### config.mk
export PLATFORM = sky130hd
export DESIGN_NAME = svg_sine_cell
export DESIGN_NICKNAME = d
export VERILOG_FILES = /design/src/svg_pkg.sv /design/src/svg_sine_cell.sv
export SDC_FILE = /design/constraint.sdc
export NUM_CORES = 2
export LEC_CHECK = 0
export ABC_AREA = 1
export BUFFER_PORTS_ARGS = -buffer_cell sky130_fd_sc_hd__buf_2
export CAP_MARGIN = 25
export CORE_ASPECT_RATIO = 1.4
export CORE_MARGIN = 2
export CORE_UTILIZATION = 55
export DETAILED_ROUTE_END_ITERATION = 8
export GPL_ROUTABILITY_DRIVEN = 0
export PLACE_DENSITY_LB_ADDON = 0.15
export SETUP_SLACK_MARGIN = 0.3
export SYNTH_ARGS = -nofsm -noshare
export SYNTH_HDL_FRONTEND = slang
export SYNTH_SLANG_ARGS = --single-unit
### constraint.sdc
create_clock -name clk -period 6.2 [get_ports clk]
set_clock_uncertainty 0.05 [all_clocks]
set_input_delay 0.93 -clock clk [delete_from_list [all_inputs] [get_ports clk]]
set_output_delay 0.93 -clock clk [all_outputs]
set_load 0.005 [all_outputs]
### src/svg_pkg.sv
package svg_pkg;

    localparam int COEF_A = 102944;
    localparam int COEF_B = 42047;
    localparam int COEF_C = 4640;
    localparam int UNIT_Q14 = 16384;

    typedef enum logic [1:0] {
        REG_THETA_STEP = 2'd0,
        REG_PHI_STEP   = 2'd1,
        REG_RADIUS     = 2'd2
    } reg_index_t;

    // last-stage valid and the flow control shared along the pipeline
    typedef struct packed {
        logic valid;
        logic advance;
    } stage_ctrl_t;

    // one signed rounded product, halves away from zero, shift by 14
    function automatic logic signed [33:0] round_q14(input logic signed [33:0] p);
        logic signed [33:0] m;
        logic [33:0] u;
        begin
            m = p[33] ? -p : p;
            u = (m + 34'sd8192) >>> 14;
            round_q14 = p[33] ? -$signed(u) : $signed(u);
        end
    endfunction

endpackage

### src/svg_sine_cell.sv
// one pipeline cell of the polynomial sine: one angle per cell
module svg_sine_cell
    import svg_pkg::*;
#(
    parameter int ANGLE_BITS = 16
)
(
    input  logic                  clk,
    input  logic                  advance,
    input  logic [ANGLE_BITS-1:0] angle,
    output logic signed [15:0]    sine
);

    localparam int QB = ANGLE_BITS - 2;

    logic [16:0] x_next;
    logic [16:0] x_reg, x1_reg, x2_reg, x3_reg;
    logic [1:0]  q_reg, q1_reg, q2_reg, q3_reg, q4_reg;
    logic [16:0] sq_reg, sq1_reg;
    logic [17:0] t1_reg;
    logic [17:0] t2_reg;
    logic [17:0] t3_reg;
    logic signed [15:0] m_reg;
    logic [15:0] m_mag;
    logic [QB-1:0] r;
    logic [33:0] sq_full;
    logic [35:0] c_full;
    logic [35:0] b_full;
    logic [35:0] a_full;
    logic [17:0] t3n;

    assign r = angle[QB-1:0];

    always_comb
    begin
        if (QB >= 16)
            x_next = {1'b0, 16'(r >> (QB - 16))};
        else
            x_next = {1'b0, 16'({r, 16'b0} >> QB)};
        if (angle[QB])
            x_next = 17'd65536 - x_next;
    end

    assign sq_full = x_reg * x_reg + 34'd32768;
    assign c_full  = 36'(COEF_C) * 36'(sq_reg) + 36'd32768;
    assign b_full  = 36'(t1_reg) * 36'(sq1_reg) + 36'd32768;
    assign a_full  = 36'(t2_reg) * 36'(x3_reg) + 36'd32768;
    assign t3n     = 18'((18'(a_full >> 16) + 18'd2) >> 2);
    assign m_mag   = (t3_reg > 18'(UNIT_Q14)) ? 16'(UNIT_Q14) : t3_reg[15:0];

    always_ff @(posedge clk)
    begin
        if (advance)
        begin
            x_reg   <= x_next;
            q_reg   <= angle[QB+1:QB];
            sq_reg  <= 17'(sq_full >> 16);
            x1_reg  <= x_reg;
            q1_reg  <= q_reg;
            t1_reg  <= 18'(COEF_B) - 18'(c_full >> 16);
            sq1_reg <= sq_reg;
            x2_reg  <= x1_reg;
            q2_reg  <= q1_reg;
            t2_reg  <= 18'(COEF_A) - 18'(b_full >> 16);
            x3_reg  <= x2_reg;
            q3_reg  <= q2_reg;
            t3_reg  <= t3n;
            q4_reg  <= q3_reg;
            m_reg   <= q4_reg[1] ? -m_mag : m_mag;
        end
    end

    // x3_reg aligns x with t2_reg; q4 sits beside t3 so the sign goes in with the clamp
    assign sine = m_reg;

endmodule

==> tab_implementation.tex <==
\begin{tabular}{lr}
\hline
Metric & Value \\
\hline
\multicolumn{2}{l}{\textbf{Timing}} \\
\quad Count of pins over their slew limit & 0 \\
\quad Number of failing setup endpoints in the final timing report & 2 \\
\quad Post-route worst setup slack & -0.02054 ns \\
\quad Unrepaired setup endpoints after global routing & true \\
\quad Setup TNS & -0.03829 ns \\
\quad Achievable frequency & 160.8 MHz \\
\quad Final worst-path cycle share & 1.003 \\
\quad Worst hold slack & roughly 0.37 ns \\
\quad Fin. Hold Viols & 0 \\
\quad Transition at the pin with the smallest max-transition slack & about 0.86 ns \\
\quad Post-layout minimum cycle time & 6.221 ns \\
\quad Tightest slew margin relative to the limit & 0.4234 \\
\multicolumn{2}{l}{\textbf{Setup path}} \\
\quad Arr. time, crit path & 6.39 ns \\
\quad Setup crit end kind & flop \\
\quad Kind of critical path & reg2reg \\
\quad CP max-delay cell & fa\_2 \\
\quad Kind of start point of the critical path & flop \\
\quad Required time of the critical path & about 6.4 ns \\
\quad CP max stage delay & 0.58 ns \\
\quad Worst Path Max Fanout & 5 \\
\quad Most common cell on crit path & fa\_2 \\
\multicolumn{2}{l}{\textbf{Floorplan}} \\
\quad Number of top-level design ports & 34 \\
\quad Chip Height & 300.7 um \\
\quad Overall die width & 215.9 um \\
\quad Initial Util & 0.5563 \\
\quad Area enclosed by the die boundary & between 60000 and 70000 sq um \\
\quad Cell row count & 108 \\
\quad Placeable core area & 62160 sq um \\
\multicolumn{2}{l}{\textbf{Synthesis}} \\
\quad Combinational family with the most area after synthesis & adder cells \\
\quad Total nets after synthesis & about 5200 \\
\quad Cell taking the most area after synthesis & fa\_1 \\
\quad Sequential share of the synthesized area & 0.1433 \\
\quad Predominant post-synthesis flop cell & edfxtp\_1 \\
\quad Mean instance size in the synthesized netlist & 8.069 sq um \\
\quad Synthesized-area fraction occupied by ao, oa, aoi and oai cells & 0.03724 \\
\quad Post-synth EDFFs & 165 \\
\quad Basic-gate share of the synthesized area counting and, or, nand and nor cells & 0.1784 \\
\quad Async set-or-reset flop fraction in the synthesized netlist & 0 \\
\quad Synth Area in Adders & 0.4646 \\
\quad Cell area after synthesis & 34580 sq um \\
\quad Post-synthesis sequential element count & approximately 170 \\
\quad Distinct cell type count of the synthesized netlist & approximately 50 \\
\quad Synthesized-area fraction occupied by xor and xnor cells & 0.02855 \\
\quad Yosys Warn Count & 0 \\
\quad Leading cell types by count after synthesis & inv\_1 (1213), nand2\_1 (1097), fa\_1 (565) \\
\quad Most frequent cell after synthesis & inv\_1 \\
\quad Multiplexer area fraction after synthesis & 0.0002895 \\
\quad Number of standard cells after synthesis & 4285 \\
\quad Top cells by area, synth & fa\_1 (33\%), edfxtp\_1 (14\%), ha\_1 (14\%) \\
\quad Synth top area share & 0.3271 \\
\multicolumn{2}{l}{\textbf{Clock network}} \\
\quad Clock tree from TritonCTS & built \\
\quad Number of H-tree levels & 4 \\
\quad Total CTS buffers & 17 \\
\quad Clock tree root driver cell & clkbuf\_16 \\
\quad Clk sinks & 165 \\
\quad Latest clock arrival within the worst-skew pair & 0.47 ns \\
\quad Clock slew seen by the registers of the worst setup and hold paths & 0.07 ns \\
\quad CTS max path bufs & 2 \\
\quad Hold-fix buffers, CTS & 0 \\
\multicolumn{2}{l}{\textbf{GRT}} \\
\quad Number of global-route vias before repair & roughly 30000 \\
\quad Fraction of met2 tracks used by global routing & 0.5443 \\
\quad Met1 GRT Util & 0.2838 \\
\quad Busiest layer in global routing & met2 \\
\quad Initial antenna violation count & 0 \\
\quad First-pass GRT wire length & between 100 and 150 mm \\
\quad Global routing usage summed across all routing layers & 0.2733 \\
\quad Met3 usage & 0.02384 \\
\quad Maximum number of pins on one net before global-route repair & 90 \\
\quad Sum of overflow across all layers after global routing & 0 \\
\multicolumn{2}{l}{\textbf{Final layout}} \\
\quad Flip-flop count of the largest register after layout & 18 \\
\quad Share of cells above drive strength 1 & 0.2237 \\
\quad Syn-to-layout area delta & 22.05\% \\
\quad \# diodes & 0 \\
\quad Share of the core filled with cells & 0.6789 \\
\quad Final instance area & 42200 sq um \\
\quad Net count reported at finish & 5635 \\
\multicolumn{2}{l}{\textbf{Run status}} \\
\quad Violated checks & setup timing \\
\quad Outcome & finished, violations left \\
\multicolumn{2}{l}{\textbf{Route}} \\
\quad Post-DRT Antenna Nets & 0 \\
\quad Routed length per placed instance & 15.97 um \\
\quad Routed vias/inst & 5.090 \\
\quad 1st-iter DRT viols & approximately 1300 \\
\quad DR pass1 iterations & 6 \\
\quad Routed via count & between 20000 and 30000 \\
\quad Remaining DRCs & 0 \\
\quad Total detailed-routing wirelength & 87.98 mm \\
\multicolumn{2}{l}{\textbf{Placement}} \\
\quad Area after detailed placement & 37950 sq um \\
\quad DP Wirelength & 70.63 mm \\
\quad Port bufs & 33 \\
\multicolumn{2}{l}{\textbf{Flow run}} \\
\quad Maximum Capacitance Violations & 0 \\
\multicolumn{2}{l}{\textbf{Hold path}} \\
\quad Worst hold path class & reg2reg \\
\hline
\end{tabular}
[cell usage in the layout (no fill, tap or decap), types with 16 or more instances in the layout]
cell,n
nor2_4,42
o21ai_0,32
inv_1,1133
clkbuf_16,17
a21oi_1,73
fa_2,26
nor2_2,34
nand4_1,29
buf_12,28
xnor2_1,27
nand2_4,38
nand2_2,106
buf_6,81
o21ai_2,16
ha_4,39
fa_1,539
buf_4,357
nor3_1,17
edfxtp_1,165
a21oi_2,24
nor2_1,102
ha_1,337
inv_2,87
nand3_1,84
nand3_2,19
nand2_1,971
nand3b_1,17
xor2_1,53
buf_2,33
[critical path: cells and delay by family, from the launching register on]
family	cells	cell delay, ns
AND/OR/NAND/NOR	7	0.62
flip-flops	1	0.52
adder cells (fa/ha/maj)	7	3.44
XOR/XNOR	1	0.16
buffers and inverters	7	0.62
AO/OA/AOI/OAI	4	0.55
[cell families after synthesis]
logic type,count (synthesis)
and+or+nand+nor,1494
buffers and inverters,1355
adders and majority gates,945
AOI/OAI and AO/OA,226
DFF,165
xor gates and xnor gates,99
muxes,1
[final timing paths]
path | startpoint | endpoint | slack (ns) | cells after the start
max | t2_reg[7] | t3_reg[11] | -0.02 | 26
min | x2_reg[9] | x3_reg[9] | 0.37 | 0
max reg2reg | t2_reg[7] | t3_reg[11] | -0.02 | 26
min reg2reg | x2_reg[9] | x3_reg[9] | 0.37 | 0
[routing by layer]
layer  vias up  share of wire
li1      13370              -
met1     13710           0.35
met2       672           0.56
met3       291          0.034
met4         0          0.054
met5         -              0
[timing repair]
item                                    in CTS  in global routing
resized for setup                          376                259
endpoints found under the setup margin      29                 42
cloned                                       1                  0
pin swaps                                  225                180
setup buffers                              110                 51
[cell type report]
| cell class | instances | area (sq um) |
|---|---|---|
| Clock buffer | 17 | 425.4 |
| Clock inverter | 15 | 135.1 |
| Fill cell | 4974 | 19960 |
| Inverter | 1223 | 4598 |
| Multi-Input combinational cell | 2765 | 26720 |
| Sequential cell | 165 | 4955 |
| Tap cell | 825 | 1032 |
| Timing Repair Buffer | 500 | 4333 |
[per-stage QoR]
step | std cells | worst slack [ns]
after global placement | 5316 | -0.2141
after detailed placement | 5316 | -0.2418
final | 5510 | -0.02054
after CTS | 5459 | 0.05975
after global routing | 5510 | -0.2543
after floorplan | 4285 | 0.2993
Power is left out: the tool's default activity adds up to more than one toggle a clock period on the data nets, which glitch-free logic cannot reach.
